**src/rtl/eig2_pkg.sv**
```systemverilog
// Types, widths and the square-root step function of the 2x2 eigen solver.
`default_nettype none

package eig2_pkg;

  localparam int FRAC_BITS = 8;
  localparam int DATA_W    = 16;
  localparam int RES_W     = 19;
  localparam int T_W       = DATA_W + 1;
  localparam int PROD_W    = 2 * DATA_W;
  localparam int DET_W     = PROD_W + 1;
  localparam int TT_W      = 2 * T_W;
  localparam int DISC_W    = 36;
  localparam int ROOT_W    = DISC_W / 2;
  localparam int RAD_W     = 2 * ROOT_W;
  localparam int REM_W     = ROOT_W + 3;
  localparam int SQ_STAGES = 3;
  localparam int SQ_STEPS  = ROOT_W / SQ_STAGES;

  typedef logic signed [DATA_W-1:0] data_t;
  typedef logic signed [RES_W-1:0]  val_t;
  typedef logic signed [T_W-1:0]    tr_t;
  typedef logic signed [PROD_W-1:0] prod_t;
  typedef logic signed [DET_W-1:0]  det_t;
  typedef logic signed [TT_W-1:0]   tt_t;
  typedef logic signed [DISC_W-1:0] disc_t;

  localparam val_t ONE_V = val_t'(2 ** (FRAC_BITS + 1));

  typedef struct packed {
    data_t a00;
    data_t a01;
    data_t a10;
    data_t a11;
  } mat_t;

  typedef struct packed {
    logic [RAD_W-1:0]  rad;
    logic [REM_W-1:0]  rem;
    logic [ROOT_W-1:0] root;
  } sq_t;

  typedef struct packed {
    mat_t m;
    tr_t  t;
    logic neg;
    sq_t  sq;
  } sqs_t;

  // Several bit pairs of the restoring square root, consumed from the top of rad.
  function automatic sqs_t sqrt_run(sqs_t x);
    sqs_t             c;
    logic [REM_W-1:0] rsh;
    logic [REM_W-1:0] trial;
    c = x;
    for (int j = 0; j < SQ_STEPS; j++) begin
      rsh   = {c.sq.rem[REM_W-3:0], c.sq.rad[RAD_W-1 -: 2]};
      trial = REM_W'({c.sq.root, 2'b01});
      c.sq.rad = c.sq.rad << 2;
      if (rsh >= trial) begin
        c.sq.rem  = rsh - trial;
        c.sq.root = {c.sq.root[ROOT_W-2:0], 1'b1};
      end else begin
        c.sq.rem  = rsh;
        c.sq.root = {c.sq.root[ROOT_W-2:0], 1'b0};
      end
    end
    return c;
  endfunction

endpackage

`default_nettype wire

```
**src/rtl/eig2_in_if.sv**
```systemverilog
// Matrix input channel with valid/ready handshake.
`default_nettype none

interface eig2_in_if;
  import eig2_pkg::*;

  logic  valid;
  logic  ready;
  data_t a00;
  data_t a01;
  data_t a10;
  data_t a11;

  modport source (output valid, output a00, output a01, output a10, output a11,
                  input ready);
  modport sink (input valid, input a00, input a01, input a10, input a11,
                output ready);
endinterface

`default_nettype wire

```
**src/rtl/eig2_out_if.sv**
```systemverilog
// Eigenpair result channel with valid/ready handshake.
`default_nettype none

interface eig2_out_if;
  import eig2_pkg::*;

  logic valid;
  logic ready;
  logic last;
  val_t lambda_re;
  val_t lambda_im;
  val_t vec_x_re;
  val_t vec_x_im;
  val_t vec_y_re;
  val_t vec_y_im;

  modport source (output valid, output last, output lambda_re, output lambda_im,
                  output vec_x_re, output vec_x_im, output vec_y_re, output vec_y_im,
                  input ready);
  modport sink (input valid, input last, input lambda_re, input lambda_im,
                input vec_x_re, input vec_x_im, input vec_y_re, input vec_y_im,
                output ready);
endinterface

`default_nettype wire

```
**src/rtl/eigen_pairs_2x2.sv**
```systemverilog
// Top level of the pipelined 2x2 eigenvalue and eigenvector solver.
// The first result beat passes through s0, s1, s2, the square-root stages and the output register.
// The second beat of the same matrix follows in the cycle after the first beat is taken.
// New matrices are accepted while earlier ones are still in flight; the two result beats limit sustained intake.
// Reset is asynchronous and active low; it empties every pipeline stage.
`default_nettype none

module eigen_pairs_2x2 (
  input  logic            clk_i,
  input  logic            rst_ni,
  eig2_in_if.sink         in_i,
  eig2_out_if.source      out_o
);
  import eig2_pkg::*;

  logic  s0_v_q, s1_v_q, s2_v_q, ov_q, phase_q;
  logic  ld0, ld1, ld2, ld_out;
  logic  [SQ_STAGES-1:0] sq_v_q, sq_v_src, ld_sq;

  mat_t  s0_m_q, s1_m_q;
  tr_t   s0_t_q, s1_t_q;
  prod_t s0_p0_q, s0_p1_q;
  tt_t   s0_tt_q, s1_tt_q;
  det_t  s1_det_q;
  sqs_t  s2_q, s2_d;
  sqs_t  sq_q [SQ_STAGES];
  sqs_t  sq_src [SQ_STAGES];
  tr_t   t_d;
  disc_t disc;

  val_t  lre_q [2], lim_q [2], xre_q [2], xim_q [2], yre_q [2], yim_q [2];
  val_t  lre_d [2], lim_d [2], xre_d [2], xim_d [2], yre_d [2], yim_d [2];

  // A stage takes new data when it is empty or its content moves on.
  assign ld_out   = !ov_q || (phase_q && out_o.ready);

  always_comb begin
    ld_sq[SQ_STAGES-1] = !sq_v_q[SQ_STAGES-1] || ld_out;
    for (int k = SQ_STAGES - 2; k >= 0; k--) begin
      ld_sq[k] = !sq_v_q[k] || ld_sq[k+1];
    end
  end

  assign ld2      = !s2_v_q || ld_sq[0];
  assign ld1      = !s1_v_q || ld2;
  assign ld0      = !s0_v_q || ld1;
  assign in_i.ready = ld0;

  assign sq_v_src = {sq_v_q[SQ_STAGES-2:0], s2_v_q};
  assign sq_src[0] = s2_q;
  for (genvar k = 1; k < SQ_STAGES; k++) begin : g_src
    assign sq_src[k] = sq_q[k-1];
  end

  assign t_d = T_W'(in_i.a00) + T_W'(in_i.a11);

  always_comb begin
    disc = DISC_W'(s1_tt_q) - (DISC_W'(s1_det_q) <<< 2);
    s2_d.m       = s1_m_q;
    s2_d.t       = s1_t_q;
    s2_d.neg     = disc[DISC_W-1];
    s2_d.sq.rad  = disc[DISC_W-1] ? RAD_W'(-disc) : RAD_W'(disc);
    s2_d.sq.rem  = '0;
    s2_d.sq.root = '0;
  end

  always_comb begin
    sqs_t fin;
    val_t sv;
    val_t tv;
    fin = sq_q[SQ_STAGES-1];
    sv  = val_t'(fin.sq.root);
    tv  = val_t'(fin.t);
    for (int k = 0; k < 2; k++) begin
      if (fin.neg) begin
        lre_d[k] = tv;
        lim_d[k] = (k == 0) ? sv : -sv;
      end else begin
        lre_d[k] = (k == 0) ? tv + sv : tv - sv;
        lim_d[k] = '0;
      end
      if (fin.m.a10 != '0) begin
        xre_d[k] = lre_d[k] - (val_t'(fin.m.a11) <<< 1);
        xim_d[k] = lim_d[k];
        yre_d[k] = val_t'(fin.m.a10) <<< 1;
        yim_d[k] = '0;
      end else if (fin.m.a01 != '0) begin
        xre_d[k] = val_t'(fin.m.a01) <<< 1;
        xim_d[k] = '0;
        yre_d[k] = lre_d[k] - (val_t'(fin.m.a00) <<< 1);
        yim_d[k] = lim_d[k];
      end else begin
        xre_d[k] = (k == 0) ? ONE_V : '0;
        xim_d[k] = '0;
        yre_d[k] = (k == 0) ? '0 : ONE_V;
        yim_d[k] = '0;
      end
    end
  end

  always_ff @(posedge clk_i or negedge rst_ni) begin
    if (!rst_ni) begin
      s0_v_q  <= 1'b0;
      s1_v_q  <= 1'b0;
      s2_v_q  <= 1'b0;
      sq_v_q  <= '0;
      ov_q    <= 1'b0;
      phase_q <= 1'b0;
    end else begin
      if (ld0) s0_v_q <= in_i.valid;
      if (ld1) s1_v_q <= s0_v_q;
      if (ld2) s2_v_q <= s1_v_q;
      for (int k = 0; k < SQ_STAGES; k++) begin
        if (ld_sq[k]) sq_v_q[k] <= sq_v_src[k];
      end
      if (ld_out) begin
        ov_q    <= sq_v_q[SQ_STAGES-1];
        phase_q <= 1'b0;
      end else if (out_o.ready) begin
        phase_q <= 1'b1;
      end
    end
  end

  always_ff @(posedge clk_i) begin
    if (ld0) begin
      s0_m_q  <= '{a00: in_i.a00, a01: in_i.a01, a10: in_i.a10, a11: in_i.a11};
      s0_t_q  <= t_d;
      s0_p0_q <= PROD_W'(in_i.a00) * PROD_W'(in_i.a11);
      s0_p1_q <= PROD_W'(in_i.a01) * PROD_W'(in_i.a10);
      s0_tt_q <= TT_W'(t_d) * TT_W'(t_d);
    end
    if (ld1) begin
      s1_m_q   <= s0_m_q;
      s1_t_q   <= s0_t_q;
      s1_tt_q  <= s0_tt_q;
      s1_det_q <= DET_W'(s0_p0_q) - DET_W'(s0_p1_q);
    end
    if (ld2) s2_q <= s2_d;
    for (int k = 0; k < SQ_STAGES; k++) begin
      if (ld_sq[k]) sq_q[k] <= sqrt_run(sq_src[k]);
    end
    if (ld_out) begin
      lre_q <= lre_d;
      lim_q <= lim_d;
      xre_q <= xre_d;
      xim_q <= xim_d;
      yre_q <= yre_d;
      yim_q <= yim_d;
    end
  end

  assign out_o.valid     = ov_q;
  assign out_o.last      = phase_q;
  assign out_o.lambda_re = lre_q[phase_q];
  assign out_o.lambda_im = lim_q[phase_q];
  assign out_o.vec_x_re  = xre_q[phase_q];
  assign out_o.vec_x_im  = xim_q[phase_q];
  assign out_o.vec_y_re  = yre_q[phase_q];
  assign out_o.vec_y_im  = yim_q[phase_q];

endmodule

`default_nettype wire

```
**src/flat_wrapper.sv**
```systemverilog
// flat-port wrapper written by rule: the top's interface ports become plain ports
module eigen_pairs_2x2_flat import eig2_pkg::*;
  (clk_i, rst_ni, in_i_valid, in_i_a00, in_i_a01, in_i_a10, in_i_a11, in_i_ready, out_o_valid, out_o_last, out_o_lambda_re, out_o_lambda_im, out_o_vec_x_re, out_o_vec_x_im, out_o_vec_y_re, out_o_vec_y_im, out_o_ready);
  eig2_in_if in_i_i ();
  eig2_out_if out_o_i ();
  input  logic clk_i;
  input  logic rst_ni;
  input wire logic [$bits(in_i_i.valid)-1:0] in_i_valid;
  input wire logic [$bits(in_i_i.a00)-1:0] in_i_a00;
  input wire logic [$bits(in_i_i.a01)-1:0] in_i_a01;
  input wire logic [$bits(in_i_i.a10)-1:0] in_i_a10;
  input wire logic [$bits(in_i_i.a11)-1:0] in_i_a11;
  output wire logic [$bits(in_i_i.ready)-1:0] in_i_ready;
  output wire logic [$bits(out_o_i.valid)-1:0] out_o_valid;
  output wire logic [$bits(out_o_i.last)-1:0] out_o_last;
  output wire logic [$bits(out_o_i.lambda_re)-1:0] out_o_lambda_re;
  output wire logic [$bits(out_o_i.lambda_im)-1:0] out_o_lambda_im;
  output wire logic [$bits(out_o_i.vec_x_re)-1:0] out_o_vec_x_re;
  output wire logic [$bits(out_o_i.vec_x_im)-1:0] out_o_vec_x_im;
  output wire logic [$bits(out_o_i.vec_y_re)-1:0] out_o_vec_y_re;
  output wire logic [$bits(out_o_i.vec_y_im)-1:0] out_o_vec_y_im;
  input wire logic [$bits(out_o_i.ready)-1:0] out_o_ready;
  assign in_i_i.valid = in_i_valid;
  assign in_i_i.a00 = in_i_a00;
  assign in_i_i.a01 = in_i_a01;
  assign in_i_i.a10 = in_i_a10;
  assign in_i_i.a11 = in_i_a11;
  assign in_i_ready = in_i_i.ready;
  assign out_o_valid = out_o_i.valid;
  assign out_o_last = out_o_i.last;
  assign out_o_lambda_re = out_o_i.lambda_re;
  assign out_o_lambda_im = out_o_i.lambda_im;
  assign out_o_vec_x_re = out_o_i.vec_x_re;
  assign out_o_vec_x_im = out_o_i.vec_x_im;
  assign out_o_vec_y_re = out_o_i.vec_y_re;
  assign out_o_vec_y_im = out_o_i.vec_y_im;
  assign out_o_i.ready = out_o_ready;
  eigen_pairs_2x2 u_core (.clk_i(clk_i), .rst_ni(rst_ni), .in_i(in_i_i), .out_o(out_o_i));
endmodule
```
**config.mk**
```make
export PLATFORM = sky130hd
export DESIGN_NAME = eigen_pairs_2x2_flat
export DESIGN_NICKNAME = d
export VERILOG_FILES = /design/src/rtl/eig2_pkg.sv /design/src/rtl/eig2_in_if.sv /design/src/rtl/eig2_out_if.sv /design/src/rtl/eigen_pairs_2x2.sv /design/src/flat_wrapper.sv
export SDC_FILE = /design/constraint.sdc
export NUM_CORES = 2
export LEC_CHECK = 0
export BUFFER_PORTS_ARGS = -buffer_cell sky130_fd_sc_hd__clkbuf_2
export CORE_MARGIN = 4
export CORE_UTILIZATION = 45
export DETAILED_ROUTE_END_ITERATION = 7
export GPL_TIMING_DRIVEN = 0
export MAX_ROUTING_LAYER = met4
export SKIP_LAST_GASP = 1
export SYNTH_ARGS = -nofsm -noshare
export SYNTH_HDL_FRONTEND = slang
export SYNTH_SLANG_ARGS = --single-unit
export TNS_END_PERCENT = 100
```
**constraint.sdc**
```tcl
create_clock -name clk_i -period 17.1 [get_ports clk_i]
set_input_delay 3.42 -clock clk_i [delete_from_list [all_inputs] [get_ports clk_i]]
set_output_delay 3.42 -clock clk_i [all_outputs]
set_load 0.005 [all_outputs]
```
Yosys cells after proc, flatten, opt, wreduce, memory -nomap -nowiden

Memories as Yosys holds them, arrays and structs flattened.
Cells that the tools add are included.

$add $sub $neg: 29
Multiply operators: 3
Order comparisons: 19
Mux-type cells: 75
Bitwise logic cells: 2
Reductions and logical operators: 19

Operator list:

| kind                  | number |
|---|---|
| $mux W37              | 30 |
| $mux W19              | 29 |
| $ge A21 B20 Y1        | 17 |
| $sub A19 B19 Y19      | 14 |
| $mux W39              | 6 |
| $sub A19 B17 Y19      | 4 |
| $mul A16 B16 Y32      | 2 |
| $sub A21 B20 Y21      | 3 |
| $neg A36 Y36          | 1 |
| $sub A34 B35 Y36      | 1 |
| $mux W35              | 1 |
| $mul A17 B17 Y34      | 1 |
| $sub A32 B32 Y33      | 1 |
| $reduce_bool A16 Y1   | 2 |
| $add A17 B19 Y19      | 1 |
| $neg A18 Y19          | 1 |
| $sub A17 B19 Y19      | 1 |
| $mux W18              | 1 |
| $add A16 B16 Y17      | 1 |
| $mux W1               | 8 |
| $logic_not A1 Y1      | 7 |
| $logic_or A1 B1 Y1    | 7 |
| $sub A2 B1 Y3 const B | 1 |
| $ge A2 B1 Y1 const B  | 1 |
| other kinds (6)       | 6 |

Register bits after elaboration: 681
Memory bits (writable): 435
Input port bits: 68
Output and inout port bits: 117
Logic and storage cells: 193
Memories: 1

Memory list:

| name        | depth | bits a word | rd ports | clocked after memory_dff | wr ports | RTL line              | RTL |
|---|---|---|---|---|---|---|---|
| u_core.sq_q | 3     | 145         | 3        | 0                        | 3        | eigen_pairs_2x2.sv:26 | `sqs_t sq_q [SQ_STAGES];` |

Depth between registers and ports, before layout

Depth after elaboration: 21
Depth in mapped cells: 90
Mapped depth without buffers: 84

Worst setup path before layout

No wires, ideal clock.

Path kind: input to output
From: input out_o_ready
To: output in_i_ready
Arrival time: 12069 ps
Data required time: 13680 ps
Setup slack: 1611 ps
Cell stages on the path: 5
Path buffers: 0
Cells stage by stage: a21boi_0 and2_1 nand3_1 nor2_1 nand3_1

Longest elaborated chain between the ends: 8

Ends and longest elaborated chain:

| item                            | RTL line              | RTL |
|---|---|---|
| from (decl)                     | flat_wrapper.sv:22    | `input wire logic [$bits(out_o_i.ready)-1:0] out_o_ready;` |
| $logic_and A1 B1 Y1             | eigen_pairs_2x2.sv:35 | `assign ld_out = !ov_q \|\| (phase_q && out_o.ready);` |
| $logic_or A1 B1 Y1              | eigen_pairs_2x2.sv:35 |  |
| $logic_or A1 B1 Y1              | eigen_pairs_2x2.sv:38 | `ld_sq[SQ_STAGES-1] = !sq_v_q[SQ_STAGES-1] \|\| ld_out;` |
| $logic_or A1 B1 Y1 (2 in a row) | eigen_pairs_2x2.sv:40 | `ld_sq[k] = !sq_v_q[k] \|\| ld_sq[k+1];` |
| named net u_core.ld_sq[0]       | eigen_pairs_2x2.sv:18 | `logic [SQ_STAGES-1:0] sq_v_q, sq_v_src, ld_sq;` |
| $logic_or A1 B1 Y1              | eigen_pairs_2x2.sv:44 | `assign ld2 = !s2_v_q \|\| ld_sq[0];` |
| $logic_or A1 B1 Y1              | eigen_pairs_2x2.sv:45 | `assign ld1 = !s1_v_q \|\| ld2;` |
| $logic_or A1 B1 Y1              | eigen_pairs_2x2.sv:46 | `assign ld0 = !s0_v_q \|\| ld1;` |
| to (decl)                       | flat_wrapper.sv:13    | `output wire logic [$bits(in_i_i.ready)-1:0] in_i_ready;` |

The timed path passes the listed nets, and every way through them passes these cells.

==> results.json <==
{
  "critPathTopFamily": "compound AO/OA/AOI/OAI gates",
  "slew_headroom": 0.0285,
  "grt_pass1_wl_um": 335000,
  "numCtsBuffers": 105,
  "path_class": "flop to flop",
  "fp.dieH_um": 439,
  "fin_ws_ns": 1.01,
  "tightest_slew_ns": 1.45,
  "grt_pass1_vias": 57432,
  "dr.pass1.iters": 6,
  "yosysMostFrequentCell": "inv_1",
  "setup_viol": 0,
  "finalMaxSlewViolations": 0,
  "layout-drive-gt1-share": 0.0858,
  "start_util": 0.454,
  "yosys-top-cells-count": "inv_1 (1,274), edfxtp_1 (1,013), fa_1 (802)",
  "cp.required_ns": 17.55,
  "async_flop_share": 0.00784,
  "grt-ovfl-total": 0,
  "root_buffer": "clkbuf_16",
  "multiInputGateArea_um2": 47600,
  "wl_per_cell_um": 20.1,
  "synth-seq-cells": 1021,
  "grt_max_degree": 139,
  "synth_area_um2": 83500,
  "cp_num_buf_inv": 14,
  "end_kind": "flop",
  "numPortBuffers": 184,
  "maxCapViolCount": 0,
  "yosysSeqAreaShare": 0.367,
  "preCtsSetupSlack_ns": -2.34,
  "setup.worst_path.start_class": "flop",
  "status": "finished, final reports clean",
  "place_hpwl_um": 172000,
  "wl_um": 214000,
  "fill_cells": 16676,
  "clock-sinks": 1021,
  "post-route-drc-count": 0,
  "first_iter_violations": 4033,
  "area_growth_pct": 10.2,
  "hold_ws_ns": 0.388,
  "h-tree-depth": 3,
  "hold_viol": 0,
  "cp_max_fo": 13,
  "antenna_found_initial": 22,
  "clock_skew_ns": 0.0465,
  "dieArea_um2": 193000,
  "clk_path_buf_depth": 3,
  "ant_nets": 0,
  "syn_area_per_cell_um2": 10.7,
  "fmax_ghz": 0.0622,
  "cts_tree": "yes",
  "ys.flop_type": "edfxtp_1",
  "clk_latency_ns": 0.74,
  "arrival_ns": 16.53,
  "final_nets": 9608,
  "row_count": 157,
  "yosys-top-cells-area": "edfxtp_1 (36%), fa_1 (19%), ha_1 (9.4%)",
  "clkTransAtPathRegs_ns": 0.06,
  "finalCriticalPeriod_ns": 16.09,
  "rsz0062_at_grt": "true",
  "ys_types": 111,
  "routed_via_density": 5.31,
  "synth-edff-count": 1013,
  "hold_path.class": "flop to flop",
  "dieWidth_um": 439,
  "track_usage": 0.231,
  "synth_top_cell_by_area": "edfxtp_1",
  "core_area_um2": 184000,
  "routabilityCongestion": 0.930,
  "period_share": 0.941,
  "netlist_instances": 7771,
  "max_stage_delay_ns": 0.70,
  "regArea_um2": 30600,
  "crit_path_top_delay_cell": "o31ai_1",
  "via_count": 56701,
  "io_pins": 185,
  "yosys_warnings": 0,
  "synth.top_cell.area_share": 0.364,
  "cp_common_cell": "nand2_1"
}
-- registers in the layout (all words and copies together) (netlist names), 32 cells and up --
| signal | cells |
|---|---|
| u_core.xim_q | 36 |
| u_core.yim_q | 36 |
| u_core.xre_q | 37 |
| u_core.s0_m_q | 64 |
| u_core.s0_p0_q | 32 |
| u_core.yre_q | 37 |
| u_core.s0_tt_q | 33 |
| u_core.s0_p1_q | 32 |
| u_core.s1_tt_q | 33 |
| u_core.s1_det_q | 33 |
| u_core.sq_q | 354 |
| u_core.s2_q | 117 |
| u_core.lim_q | 36 |
| u_core.s1_m_q | 64 |
| u_core.lre_q | 37 |
-- worst register-to-register path, delay by kind of cell (launching register included) --
kind | cells | cell delay (ns)
flops | 1 | 0.40
buf+inv | 14 | 2.79
simple gates | 28 | 4.44
compound gates | 19 | 5.31
mux | 3 | 0.76
fa+ha+maj | 6 | 2.17
-- routing by layer --
| layer | wire length, um | vias up | track usage | share of wire |
|---|---|---|---|---|
| met1 | 98000 | 28207 | 0.323 | 0.46 |
| met2 | 98100 | 1479 | 0.357 | 0.46 |
| met5 | 0 | - | - | 0 |
| met4 | 5680 | 0 | 0.0624 | 0.027 |
| met3 | 12200 | 238 | 0.0288 | 0.057 |
| li1 | - | 26777 | - | - |
-- metrics by stage --
stage / instances / instance area, um2 / TNS (ns) / util
5_1_grt: 10675 / 92000 / -0.192 / 0.500
3_5_place_dp: 10433 / 87900 / -27.67 / 0.478
6_report: 10676 / 92000 / 0 / 0.500
4_1_cts: 10632 / 91500 / 0 / 0.498
3_3_place_gp: 10421 / 87500 / -558.91 / 0.476
2_1_floorplan: 7773 / 83500 / 0 / -
-- logic make-up (layout without fill, tap and decap cells) --
| group | Yosys count | after routing | synth area share |
|---|---|---|---|
| xor+xnor | 461 | 461 | 0.0484 |
| compound gates | 1275 | 1275 | 0.0988 |
| fa+ha+maj | 1427 | 1427 | 0.286 |
| flops | 1021 | 1021 | 0.367 |
| other cells | 1 | 17 | 0.0000449 |
| simple gates | 1964 | 1964 | 0.113 |
| mux | 155 | 155 | 0.0208 |
| buf+inv | 1467 | 1892 | 0.0666 |
-- repair_timing --
action / 4_1_cts / 5_1_grt
pin swaps: 3 / 8
hold buffers: 0 / 0
gates resized for setup: 39 / 80
endpoints found under the setup margin: 21 / 21
buffers inserted: 8 / 33
-- final timing paths --
path | cells after the start | to | slack (ns) | from
min | 0 | u_core.s2_q[141] | 0.39 | u_core.s1_m_q[48]
min reg2reg | 0 | u_core.s2_q[141] | 0.39 | u_core.s1_m_q[48]
min in group asynchronous | 1 | u_core.out_o.last | 2.56 | rst_ni
max | 70 | u_core.sq_q[0][174] | 1.01 | u_core.sq_q[0][2]
max in group asynchronous | 1 | u_core.sq_v_q[0] | 14.36 | rst_ni
max reg2reg | 70 | u_core.sq_q[0][174] | 1.01 | u_core.sq_q[0][2]
-- cells in the final DEF (no fill, tap or decap), drive strengths merged, types with 30 or more instances in the layout --
cell	instances
inv	1271
edfxtp	1013
fa	802
nand2	709
ha	625
clkbuf	454
nor2	434
xnor2	339
a21oi	338
o21ai	316
and2	260
a21o	156
mux2	137
xor2	122
nor3	101
nand2b	98
buf	84
nand3	79
o21bai	76
o31ai	59
clkinv	56
nor2b	51
o21a	45
and3	42
a21boi	42
a211oi	41
nand4	38
or3	33
a31oi	32
nor4	30
-- layout make-up --
type / count / area share
clock inverters: 66 / 0.00767
flip-flops and latches: 1021 / 0.333
well taps: 2464 / 0.0335
diodes: 14 / 0.000381
plain buffers: 175 / 0.00828
clock buffers: 126 / 0.0294
multi-input cells: 5285 / 0.517
inverters: 1288 / 0.0533
repair buffers: 237 / 0.0172
Power is left out: the tool's default activity adds up to more than one toggle a clock period on the data nets, which glitch-free logic cannot reach.
